`config.mk`:
```
export PLATFORM = sky130hd
export DESIGN_NAME = tvd_slope_limiter
export DESIGN_NICKNAME = d
export VERILOG_FILES = /design/src/hw/rtl/tvd_pkg.sv /design/src/hw/rtl/tvd_front.sv /design/src/hw/rtl/tvd_fifo.sv /design/src/hw/rtl/tvd_back.sv /design/src/hw/rtl/tvd_slope_limiter.sv
export SDC_FILE = /design/constraint.sdc
export NUM_CORES = 2
export LEC_CHECK = 0
export ABC_AREA = 1
export BUFFER_PORTS_ARGS = -buffer_cell sky130_fd_sc_hd__buf_2
export CORE_MARGIN = 2
export CORE_UTILIZATION = 36
export CTS_CLUSTER_DIAMETER = 120
export CTS_CLUSTER_SIZE = 25
export DETAILED_ROUTE_END_ITERATION = 10
export GPL_TIMING_DRIVEN = 0
export PLACE_DENSITY_LB_ADDON = 0.12
export SYNTH_ARGS = -nofsm -noshare
export SYNTH_HDL_FRONTEND = slang
export SYNTH_SLANG_ARGS = --single-unit
```
`constraint.sdc`:
```
create_clock -name clock -period 21.9 [get_ports clock]
set_input_delay 4.38 -clock clock [delete_from_list [all_inputs] [get_ports clock]]
set_output_delay 4.38 -clock clock [all_outputs]
set_load 0.02 [all_outputs]
```
`src/hw/rtl/tvd_pkg.sv`:
```
// Shared types and constants for the slope limiter.
package tvd_pkg;

   localparam int unsigned MAG_W = 32;
   localparam int unsigned SLOPE_W = 33;
   localparam int unsigned QDEPTH = 2;

   typedef enum logic [1:0] {
      MODE_SUPERBEE = 2'd0,
      MODE_MINBEE   = 2'd1,
      MODE_VANLEER  = 2'd2,
      MODE_VANALBADA = 2'd3
   } mode_type;

   // one classified window: magnitudes of the differences and flags
   typedef struct packed {
      logic [MAG_W-1:0] bmag;
      logic [MAG_W-1:0] fmag;
      logic             neg;
      logic             zero;
   } job_type;

endpackage

```
`src/hw/rtl/tvd_front.sv`:
```
// Front end: holds the cell window and classifies each full window.
module tvd_front (
   input  logic              clock,
   input  logic              reset,
   input  logic              in_valid,
   output logic              in_ready,
   input  logic [31:0]       cell_value,
   input  logic              row_start,
   output logic              push,
   output tvd_pkg::job_type  job,
   input  logic              q_full
);
   logic [31:0] w0_ff, w0_in, w1_ff, w1_in;
   logic [1:0]  fill_ff, fill_in, fill_eff;
   logic        accept;
   logic [32:0] bd, fd, bneg, fneg;

   assign in_ready = !q_full;
   assign accept   = in_valid && in_ready;
   assign fill_eff = row_start ? 2'd0 : fill_ff;
   assign push     = accept && (fill_eff == 2'd2);

   always_comb begin
      bd   = {w1_ff[31], w1_ff} - {w0_ff[31], w0_ff};
      fd   = {cell_value[31], cell_value} - {w1_ff[31], w1_ff};
      bneg = 33'd0 - bd;
      fneg = 33'd0 - fd;
      job.bmag = bd[32] ? bneg[31:0] : bd[31:0];
      job.fmag = fd[32] ? fneg[31:0] : fd[31:0];
      job.neg  = bd[32];
      job.zero = (bd == 33'd0) || (fd == 33'd0) || (bd[32] != fd[32]);
   end

   always_comb begin
      w0_in   = w0_ff;
      w1_in   = w1_ff;
      fill_in = fill_ff;
      if (accept) begin
         w0_in   = w1_ff;
         w1_in   = cell_value;
         fill_in = (fill_eff == 2'd2) ? 2'd2 : fill_eff + 2'd1;
      end
   end

   always_ff @(posedge clock) begin
      if (reset) begin
         w0_ff   <= '0;
         w1_ff   <= '0;
         fill_ff <= '0;
      end else begin
         w0_ff   <= w0_in;
         w1_ff   <= w1_in;
         fill_ff <= fill_in;
      end
   end
endmodule

```
`src/hw/rtl/tvd_fifo.sv`:
```
// Two-entry job queue between front and back.
module tvd_fifo (
   input  logic              clock,
   input  logic              reset,
   input  logic              push,
   input  tvd_pkg::job_type  wdata,
   output logic              full,
   input  logic              pop,
   output logic              empty,
   output tvd_pkg::job_type  rdata
);
   tvd_pkg::job_type mem_ff [tvd_pkg::QDEPTH];
   logic       wp_ff, wp_in, rp_ff, rp_in;
   logic [1:0] cnt_ff, cnt_in;

   assign full  = (cnt_ff == 2'(tvd_pkg::QDEPTH));
   assign empty = (cnt_ff == 2'd0);
   assign rdata = mem_ff[rp_ff];

   always_comb begin
      wp_in  = push ? !wp_ff : wp_ff;
      rp_in  = pop ? !rp_ff : rp_ff;
      cnt_in = cnt_ff + {1'b0, push} - {1'b0, pop};
   end

   always_ff @(posedge clock) begin
      if (push) mem_ff[wp_ff] <= wdata;
   end

   always_ff @(posedge clock) begin
      if (reset) begin
         wp_ff  <= 1'b0;
         rp_ff  <= 1'b0;
         cnt_ff <= 2'd0;
      end else begin
         wp_ff  <= wp_in;
         rp_ff  <= rp_in;
         cnt_ff <= cnt_in;
      end
   end
endmodule

```
`src/hw/rtl/tvd_back.sv`:
```
// Back end: limiter arithmetic with a shared multiplier and radix-2 divider.
module tvd_back (
   input  logic                        clock,
   input  logic                        reset,
   input  tvd_pkg::mode_type           mode,
   input  logic                        q_empty,
   input  tvd_pkg::job_type            job,
   output logic                        pop,
   output logic                        out_valid,
   input  logic                        out_ready,
   output logic [tvd_pkg::SLOPE_W-1:0] out_slope
);
   typedef enum logic [7:0] {
      ST_IDLE = 8'b0000_0001,
      ST_SQB  = 8'b0000_0010,
      ST_SQF  = 8'b0000_0100,
      ST_ML0  = 8'b0000_1000,
      ST_ML1  = 8'b0001_0000,
      ST_PREP = 8'b0010_0000,
      ST_DIV  = 8'b0100_0000,
      ST_OUT  = 8'b1000_0000
   } state_type;

   state_type   st_ff, st_in;
   logic [31:0] b_ff, f_ff, mag_ff, mag_in, nlo_ff, nlo_in;
   logic        neg_ff;
   logic [63:0] bsq_ff, fsq_ff;
   logic [64:0] p0_ff, p1_ff, rem_ff, rem_in, den_ff, den_in;
   logic [4:0]  cnt_ff, cnt_in;
   logic        ov_ff, ov_in;
   logic [32:0] osl_ff, osl_in, ssum, mag_neg;
   logic [32:0] ma, mb;
   logic [65:0] prod, trial, tsub;
   logic [96:0] num, num_sel;
   logic        le, le2, use_div;
   logic [31:0] direct;

   assign ssum = {1'b0, b_ff} + {1'b0, f_ff};
   assign pop  = (st_ff == ST_IDLE) && !q_empty;
   assign out_valid = ov_ff;
   assign out_slope = osl_ff;

   always_comb begin
      unique case (st_ff)
         ST_SQB:  begin ma = {1'b0, b_ff}; mb = {1'b0, b_ff}; end
         ST_SQF:  begin ma = {1'b0, f_ff}; mb = {1'b0, f_ff}; end
         ST_ML0:  begin ma = {1'b0, bsq_ff[31:0]}; mb = ssum; end
         ST_ML1:  begin ma = {1'b0, bsq_ff[63:32]}; mb = ssum; end
         default: begin ma = '0; mb = '0; end
      endcase
      prod = ma * mb;
   end

   always_comb begin
      le  = (b_ff <= f_ff);
      le2 = ({b_ff, 1'b0} <= {1'b0, f_ff});
      num = {p1_ff, 32'd0} + {32'd0, p0_ff};
      num_sel = '0;
      den_in  = den_ff;
      use_div = 1'b0;
      direct  = le ? b_ff : f_ff;
      case (mode)
         tvd_pkg::MODE_SUPERBEE: begin
            use_div = le2;
            num_sel = {32'd0, bsq_ff, 1'b0};
            den_in  = {33'd0, f_ff};
         end
         tvd_pkg::MODE_MINBEE: begin
            use_div = le2;
            num_sel = {33'd0, bsq_ff};
            den_in  = {33'd0, f_ff};
         end
         tvd_pkg::MODE_VANLEER: begin
            use_div = le;
            direct  = f_ff;
            num_sel = {32'd0, bsq_ff, 1'b0};
            den_in  = {32'd0, ssum};
         end
         default: begin
            use_div = le;
            direct  = f_ff;
            num_sel = num;
            den_in  = {1'b0, bsq_ff} + {1'b0, fsq_ff};
         end
      endcase
   end

   // one restoring step; quotient always fits 32 bits so the top half seeds rem
   assign trial = {rem_ff, nlo_ff[31]};
   assign tsub  = trial - {1'b0, den_ff};
   assign mag_neg = 33'd0 - {1'b0, mag_ff};

   always_comb begin
      st_in  = st_ff;
      mag_in = mag_ff;
      rem_in = rem_ff;
      nlo_in = nlo_ff;
      cnt_in = cnt_ff;
      ov_in  = ov_ff && !out_ready;
      osl_in = osl_ff;
      unique case (st_ff)
         ST_IDLE: if (!q_empty) st_in = job.zero ? ST_OUT : ST_SQB;
         ST_SQB:  st_in = ST_SQF;
         ST_SQF:  st_in = ST_ML0;
         ST_ML0:  st_in = ST_ML1;
         ST_ML1:  st_in = ST_PREP;
         ST_PREP: begin
            if (use_div) begin
               rem_in = num_sel[96:32];
               nlo_in = num_sel[31:0];
               cnt_in = 5'd31;
               st_in  = ST_DIV;
            end else begin
               mag_in = direct;
               st_in  = ST_OUT;
            end
         end
         ST_DIV: begin
            if (!tsub[65]) rem_in = tsub[64:0];
            else rem_in = trial[64:0];
            mag_in = {mag_ff[30:0], !tsub[65]};
            nlo_in = {nlo_ff[30:0], 1'b0};
            cnt_in = cnt_ff - 5'd1;
            if (cnt_ff == 5'd0) st_in = ST_OUT;
         end
         ST_OUT: begin
            if (!ov_ff || out_ready) begin
               ov_in  = 1'b1;
               osl_in = neg_ff ? mag_neg : {1'b0, mag_ff};
               st_in  = ST_IDLE;
            end
         end
         default: st_in = ST_IDLE;
      endcase
      if (pop) mag_in = '0;
   end

   always_ff @(posedge clock) begin
      if (pop) begin
         b_ff   <= job.bmag;
         f_ff   <= job.fmag;
         neg_ff <= job.neg;
      end
      if (st_ff == ST_SQB) bsq_ff <= prod[63:0];
      if (st_ff == ST_SQF) fsq_ff <= prod[63:0];
      if (st_ff == ST_ML0) p0_ff <= prod[64:0];
      if (st_ff == ST_ML1) p1_ff <= prod[64:0];
      if (st_ff == ST_PREP) den_ff <= den_in;
      mag_ff <= mag_in;
      rem_ff <= rem_in;
      nlo_ff <= nlo_in;
      cnt_ff <= cnt_in;
      osl_ff <= osl_in;
   end

   always_ff @(posedge clock) begin
      if (reset) begin
         st_ff <= ST_IDLE;
         ov_ff <= 1'b0;
      end else begin
         st_ff <= st_in;
         ov_ff <= ov_in;
      end
   end
endmodule

```
`src/hw/rtl/tvd_slope_limiter.sv`:
```
// Top level of the TVD slope limiter.
// Usage:
//   req_* takes one signed Q16.16 cell value per word (tdata) with a row-start
//   flag in tuser. Once two cells of a row are held, each further cell yields
//   one limited slope for the middle cell on rsp_*; the first two cells of a
//   row yield nothing.
//   csr_we/csr_wdata set the limiter mode (superbee, minbee, van Leer,
//   van Albada); write it only while the block is idle.
// Timing:
//   The front end accepts words while the two-entry job queue is not full.
//   The back end takes zero or opposite-sign windows straight to output; other
//   windows pass the shared multiplier (states SQB, SQF, ML0, ML1) and a setup
//   state, then go to output directly or through 32 radix-2 divider steps.
//   The back end takes no new job from the queue until the last is output.
// Reset:
//   Synchronous, active high: clears the window, the queue, the mode and the
//   output valid.
// Stall:
//   A result waits in the output register while rsp_tready is low; the back
//   end finishes its next job and the queue fills, then req_tready drops.
module tvd_slope_limiter (
   input  logic        clock,
   input  logic        reset,
   input  logic        req_tvalid,
   output logic        req_tready,
   input  logic [31:0] req_tdata,   // [31:0] cell_value
   input  logic        req_tuser,   // [0] row_start
   output logic        rsp_tvalid,
   input  logic        rsp_tready,
   output logic [39:0] rsp_tdata,   // [32:0] limited_slope, [39:33] zero
   input  logic        csr_we,
   input  logic [1:0]  csr_wdata    // [1:0] limiter_mode
);
   tvd_pkg::mode_type mode_ff;
   tvd_pkg::job_type  push_job, pop_job;
   logic push, pop, q_full, q_empty;
   logic [tvd_pkg::SLOPE_W-1:0] slope;

   always_ff @(posedge clock) begin
      if (reset) mode_ff <= tvd_pkg::MODE_SUPERBEE;
      else if (csr_we) mode_ff <= tvd_pkg::mode_type'(csr_wdata);
   end

   tvd_front u_front (
      .clock(clock), .reset(reset),
      .in_valid(req_tvalid), .in_ready(req_tready),
      .cell_value(req_tdata), .row_start(req_tuser),
      .push(push), .job(push_job), .q_full(q_full)
   );

   tvd_fifo u_fifo (
      .clock(clock), .reset(reset),
      .push(push), .wdata(push_job), .full(q_full),
      .pop(pop), .empty(q_empty), .rdata(pop_job)
   );

   tvd_back u_back (
      .clock(clock), .reset(reset), .mode(mode_ff),
      .q_empty(q_empty), .job(pop_job), .pop(pop),
      .out_valid(rsp_tvalid), .out_ready(rsp_tready), .out_slope(slope)
   );

   assign rsp_tdata = {7'd0, slope};
endmodule

```
==> After elaboration in Yosys (flattened, before gate mapping) <==
Memories as Yosys holds them, arrays and structs flattened. A register that Yosys moved wholly into a read port is not among the register bits.
Index checks and enable logic that the tools add are counted.
{ "word_totals": {"out_inout_bits": 42, "ram_bits": 132, "mem_count": 1, "reg_bits": 636} }
{ "classes": {"mux": 33, "n_lt_le_gt_ge": 2, "addsub": 13, "n_reduce_logical": 27, "n_mul": 1, "eq_ne": 18} }
{ "memory_table": {"columns": ["name", "depth", "word_bits", "read_ports", "rd_clocked_by_memory_dff", "write_ports", "line", "text"], "rows": [
  ["u_fifo.mem_ff", 2, 66, 1, 1, 1, "tvd_fifo.sv:12", "tvd_pkg::job_type mem_ff [tvd_pkg::QDEPTH];"]
]} }
{ "op_table": {"columns": ["op", "count"], "rows": [
  ["case mux 65 bit (2 select lines)", 2],
  ["two-way mux 32 bit", 7],
  ["case mux 97 bit (2 select lines)", 1],
  ["two-way mux 65 bit", 2],
  ["case mux 32 bit (2 select lines)", 2],
  ["case mux 32 bit (4 select lines)", 1],
  ["case mux 33 bit (3 select lines)", 1],
  ["adder 97 x 65 -> 97 bit", 1],
  ["logical NOT 33 bit", 2],
  ["subtractor 32 x 32 -> 33 bit", 2],
  ["subtractor 66 x 65 -> 66 bit", 1],
  ["adder 64 x 64 -> 65 bit", 1],
  ["multiplier 32 x 33 -> 65 bit", 1],
  ["case mux 8 bit (8 select lines)", 1],
  ["subtractor 1 x 32 -> 32 bit, first input constant", 2],
  ["two-way mux 8 bit", 5],
  ["adder 32 x 32 -> 33 bit", 1],
  ["<= comparator 33 x 32 -> 1 bit", 1],
  ["subtractor 1 x 32 -> 33 bit, first input constant", 1],
  ["<= comparator 32 bit", 1],
  ["case mux 5 bit (2 select lines)", 1],
  ["equality test 8 x 1 -> 1 bit, second input constant", 1],
  ["equality test 8 x 2 -> 1 bit, second input constant", 1],
  ["equality test 8 x 3 -> 1 bit, second input constant", 1],
  ["other kinds (26)", 54]
]} }

==> Depth between registers and ports, before layout <==
{ "logic_depth": {"depth_word": 6, "depth_mapped": 51, "mapped_depth_nobuf": 50} }

==> Cells and area by module <==
Synthesis repeated with hierarchy kept, for this count alone.
{ "unflattened": {"hier_cells": 11870, "area_unflattened_um2": 90630.7} }
{ "modules_own_cells": {"columns": ["mod", "n_inst", "seq_area_each_um2", "cells_per_inst", "area_per_inst_um2"], "rows": [
  ["tvd_back", 1, 16525.8, 9629, 75062.0],
  ["tvd_front", 1, 1321.3, 1984, 10283.6],
  ["tvd_fifo", 1, 4063.9, 236, 5147.4],
  ["tvd_slope_limiter", 1, 40.0, 21, 137.6]
]} }

==> Least setup slack after synthesis <==
No wires, ideal clock.
{ "synth_path": {"path_type": "register to register", "from": "register u_back.st_ff[7]", "to": "register u_back.bsq_ff[61] (data pin)", "setup_time_ns": 0.265, "path_stages_with_launch": 37, "setup_slack_ns": 12.817, "arrival_ns": 8.818, "required_time_ns": 21.635, "cell_sequence": "dfxtp_1 -> nor2_1 -> inv_1 -> nor2_2 -> nand2_1 -> inv_1 -> nor2_1 -> inv_2 -> buf_2 -> nand3_1 -> nand2_1 -> buf_2 -> nand2_1 -> fa_1 -> inv_1 -> fa_1 -> inv_1 -> fa_1 -> fa_1 -> fa_1 -> inv_1 -> fa_1 -> fa_1 -> inv_1 -> fa_1 -> inv_1 -> ha_1 -> nand2_1 -> nor2_1 -> inv_1 -> nor4_1 -> nand3_1 -> nand3_1 -> a21o_1 -> nand2_1 -> nand3_1 -> nand2_1"} }
{ "synth_via": {"elab_chain_cells": 4, "word_cells_on_any_way": 8} }
{ "synth_lines": {"columns": ["item", "line", "text"], "rows": [
  ["start, declared", "tvd_back.sv:24", "state_type st_ff, st_in;"],
  ["start signal, assigned", "tvd_back.sv:161", "st_ff <= st_in;"],
  ["equality test 8 x 5 -> 1 bit or equality test 8 x 4 -> 1 bit (tied branches)", "tvd_back.sv:44", "unique case (st_ff)"],
  ["OR reduction 2 bit (no source line)", null, null],
  ["case mux 33 bit (3 select lines)", "tvd_back.sv:44", null],
  ["multiplier 32 x 33 -> 65 bit *", "tvd_back.sv:51", "prod = ma * mb;"],
  ["named net u_back.prod[61]", "tvd_back.sv:33", "logic [65:0] prod, trial, tsub;"],
  ["end signal, assigned", "tvd_back.sv:144", "if (st_ff == ST_SQB) bsq_ff <= prod[63:0];"],
  ["end, declared", "tvd_back.sv:27", "logic [63:0] bsq_ff, fsq_ff;"]
]} }
Mark *: on every way through the listed nets, which the timed path passes. The rest lies on a longest branch.
A chain may end at the register's enable or synchronous reset.

==> Final worst setup path <==
{ "layout_path": {"from": "register u_back.st_ff[7]", "to": "register u_back.fsq_ff[53] (data pin)"} }
{ "layout_via": {"elab_chain_cells": 4, "word_cells_on_any_way": 8} }
{ "layout_lines": {"columns": ["item", "line", "text"], "rows": [
  ["equality test 8 x 5 -> 1 bit or equality test 8 x 4 -> 1 bit (tied branches)", "tvd_back.sv:44", null],
  ["OR reduction 2 bit (no source line)", null, null],
  ["case mux 33 bit (3 select lines)", "tvd_back.sv:44", null],
  ["multiplier 32 x 33 -> 65 bit *", "tvd_back.sv:51", null],
  ["named net u_back.prod[53]", "tvd_back.sv:33", null],
  ["end signal, assigned", "tvd_back.sv:145", "if (st_ff == ST_SQF) fsq_ff <= prod[63:0];"],
  ["end, declared", "tvd_back.sv:27", null]
]} }
Marked as above.

==> impl_results.md <==
* Power per unit of standard cell area at 60.24 mW/mm²
* Synthesized area at 0.08792 mm²
* Kind of end point of the critical path: flip-flop
* Highest clock frequency the design can meet at 82.99 MHz
* Start-to-end type of the worst setup path: flip-flop to flip-flop
* Worst clock skew on the final layout at 0.09726 ns
* Arr. time, crit path at 12.36 ns
* Overall overflow remaining after global route at 0
* Filler instances at 25,575
* Total number of vias at 77,534
* Remaining antenna violation count after routing at 0
* Number of max-slew violations in the final report at 0
* Vias in the first global route at 76,813
* Max-slew headroom at the worst pin at 1.355%
* Final wirelength at 391,200 µm
* Post-CTS resize count at 0
* Die extent in y at 498.2 µm
* Number of detailed-routing iterations run before antenna repair at 5
* Biggest area contributors in the synthesized netlist: sky130_fd_sc_hd__edfxtp_1, sky130_fd_sc_hd__fa_1, sky130_fd_sc_hd__nand2_1
* Die span in x at 498.2 µm
* Number of flip-flops and latches in the synthesized netlist at 769
* Average cell area after synthesis at 7.832 µm²
* Routed wire per std cell at 26.80 µm
* Starting utilization of the core area at 36.18%
* Clock edge transition at the registers on the reported setup and hold paths at 0.11 ns
* Slew at the pin closest to its max-slew limit at 1.480 ns
* RSZ-0062 raised after global routing: false
* Most used cells in the layout excluding fill and tap cells: sky130_fd_sc_hd__nand2_1, sky130_fd_sc_hd__inv_1, sky130_fd_sc_hd__nor2_1
* Min Clock Period, post-route at 12.05 ns
* Maximum resistive drop on vdd at 0.08161 mV
* Routed vias/inst at 5.311
* Seq. cell area at 0.02195 mm²
* Placed Instances at 14,524
* Number of distinct standard cells referenced by the synthesized netlist at 69
* Slowest-stage cell, CP: sky130_fd_sc_hd__clkbuf_1
* Drt first-iter violations at 7,604
* Startpoint type of the worst setup path: flip-flop
* Number of buffers inserted to repair setup after CTS at 0
* Status: finished clean
* Synth area leader: sky130_fd_sc_hd__edfxtp_1
* Multi-input gate area in the final layout at 0.05598 mm²
* I/O pin count at 82
* Buffers on Ports at 73
* CTS tree: done
* CTS Hold Buffers Added at 0
* Number of standard cells after synthesis at 11,226
* Worst hold path type: flip-flop to flip-flop
* Count of endpoints failing hold in the final timing report at 0
* Fraction of synthesized cell area taken by the top area cell type at 22.37%
* Area grow syn2layout at 7.091%
* Total number of H-tree levels at 2
* Drc violations at 0
* Sequential element share of the synthesized area at 24.97%
* Buffers from clock root to sink, at most at 3
* Leakage at 43.40 nW
* Portion of the clock cycle consumed by the worst path in the final layout at 55.02%
* Global-route wire length before repair at 553,500 µm
* Num Clock Sinks at 769
* Number of buffers created by CTS at 42
* Clock latency on the worst-skew pair at 0.71 ns
* Most instantiated flip-flop cell in the synthesis netlist: sky130_fd_sc_hd__edfxtp_1
* Crit path required time at 22.21 ns
* Number of rows created at floorplan at 181
* Sum of negative setup slack at 0 ns
* Yosys warns at 0
* Layout Nets at 12,931
* Last weighted congestion value of the routability-driven placer at 1.073
* Number of max-cap violations at 0
* Placed wire-length estimate at 335,800 µm
* Count of flip-flops with a built-in enable after synthesis at 655
* FFs w/ async S/R, synth at 0%
* Leading cell type in the layout, fill and taps excluded: sky130_fd_sc_hd__nand2_1
* Number of setup violations in the final report at 0
* Final non-filler cell total at 14,598
* Area of the die at 0.2482 mm²
* Global Route Usage Sum at 30.99%
* Maximum number of pins on one net before global-route repair at 65
* Share of cells above drive strength 1 at 4.591%
* Critical path fanouts, max at 10
* Antenna violations before repair at 21
* Root Buffer: sky130_fd_sc_hd__clkbuf_16
* Largest stage delay on the critical path at 1.15 ns
* Area of the core at 0.2430 mm²
==> cell families (layout without fill, tap and decap cells) <==
kind of cell | count (synthesis) | count (layout) | synth area share (%)
AO/OA/AOI/OAI | 1467 | 1467 | 9.390
XOR/XNOR | 249 | 249 | 2.515
adder cells (fa/ha/maj) | 1525 | 1525 | 29.66
buffers and inverters | 2604 | 2763 | 11.45
flip-flops | 769 | 769 | 24.97
multiplexers | 66 | 66 | 0.8453
other | 1 | 12 | 0.004265
AND/OR/NAND/NOR | 4545 | 4545 | 21.17
==> cells in the mapped netlist (all sizes together), types with 66 or more instances <==
| master | instances |
|---|---|
| xor2 | 168 |
| nand3 | 452 |
| ha | 593 |
| nor3 | 105 |
| inv | 2274 |
| clkbuf | 188 |
| dfxtp | 114 |
| fa | 932 |
| mux2 | 66 |
| o21ai | 440 |
| xnor2 | 81 |
| o22ai | 120 |
| buf | 130 |
| nand4 | 86 |
| edfxtp | 655 |
| a21oi | 646 |
| nand2 | 2512 |
| nor2 | 1287 |
==> power breakdown <==
group | switching (mW) | internal (mW) | total, mW
registers | 0.136 | 1.81 | 1.95
logic | 2.02 | 0.763 | 2.79
clock network | 0.552 | 0.388 | 0.941
==> stage by stage <==
step	hold WS (ns)	util [%]	instance area, µm²	worst slack (ns)	power, mW
after global routing	0.4821	38.74	94140	9.632	6.011
after detailed placement	0.4424	38.18	92770	10.07	4.719
after CTS	0.4640	38.74	94140	10.04	5.664
after global placement	0.4399	37.99	92310	8.110	4.709
after floorplan	0.4258	-	87940	12.82	3.649
final	0.4596	38.75	94160	9.850	5.672
==> path summary, 6_finish.rpt <==
| check | end | slack [ns] | from | depth (start not counted) |
|---|---|---|---|---|
| setup / recovery | u_back.fsq_ff[53] | 9.85 | u_back.st_ff[7] | 32 |
| hold / removal | u_front.w0_ff[11] | 0.46 | u_front.w0_ff[11] | 2 |
| setup reg to reg | u_back.fsq_ff[53] | 9.85 | u_back.st_ff[7] | 32 |
| hold reg to reg | u_front.w0_ff[11] | 0.46 | u_front.w0_ff[11] | 2 |
==> registers in the layout, indices dropped and copies added, names as in the netlist, 5 cells and up, named ones only <==
name	count
u_back.bsq_ff	64
u_back.out_slope	33
u_back.rem_ff	65
u_back.nlo_ff	32
u_front.w0_ff	32
u_back.den_ff	65
u_back.p1_ff	65
u_back.mag_ff	32
u_back.cnt_ff	5
u_fifo.mem_ff	132
u_back.b_ff	32
u_back.fsq_ff	64
u_back.f_ff	32
u_front.w1_ff	32
u_back.st_ff	8
u_back.p0_ff	65
==> worst max-delay path, delay by kind of cell (launching register included) <==
| family | cells | cell delay (ns) |
|---|---|---|
| flip-flops | 1 | 0.37 |
| AO/OA/AOI/OAI | 2 | 0.59 |
| AND/OR/NAND/NOR | 10 | 2.84 |
| adder cells (fa/ha/maj) | 9 | 4.53 |
| XOR/XNOR | 1 | 1.10 |
| buffers and inverters | 10 | 2.17 |
==> layout make-up <==
type / count / share of cell area, %
Inverter: 2286 / 9.127
Multi-Input combinational cell: 7859 / 59.46
Buffer: 318 / 1.580
Sequential cell: 769 / 23.31
Clock inverter: 13 / 0.2551
Tap cell: 3202 / 4.255
Timing Repair Buffer: 90 / 0.7933
Clock buffer: 56 / 1.205
Antenna cell: 5 / 0.01329
==> per-layer routing <==
metal / track usage, % / up-vias / wire [µm]
li1: - / 35521 / -
met1: 41.51 / 38567 / 166700
met2: 49.86 / 2890 / 177700
met3: 5.114 / 544 / 27830
met4: 12.23 / 12 / 18800
met5: 0 / - / 124
(Power assumes the default switching activity.)
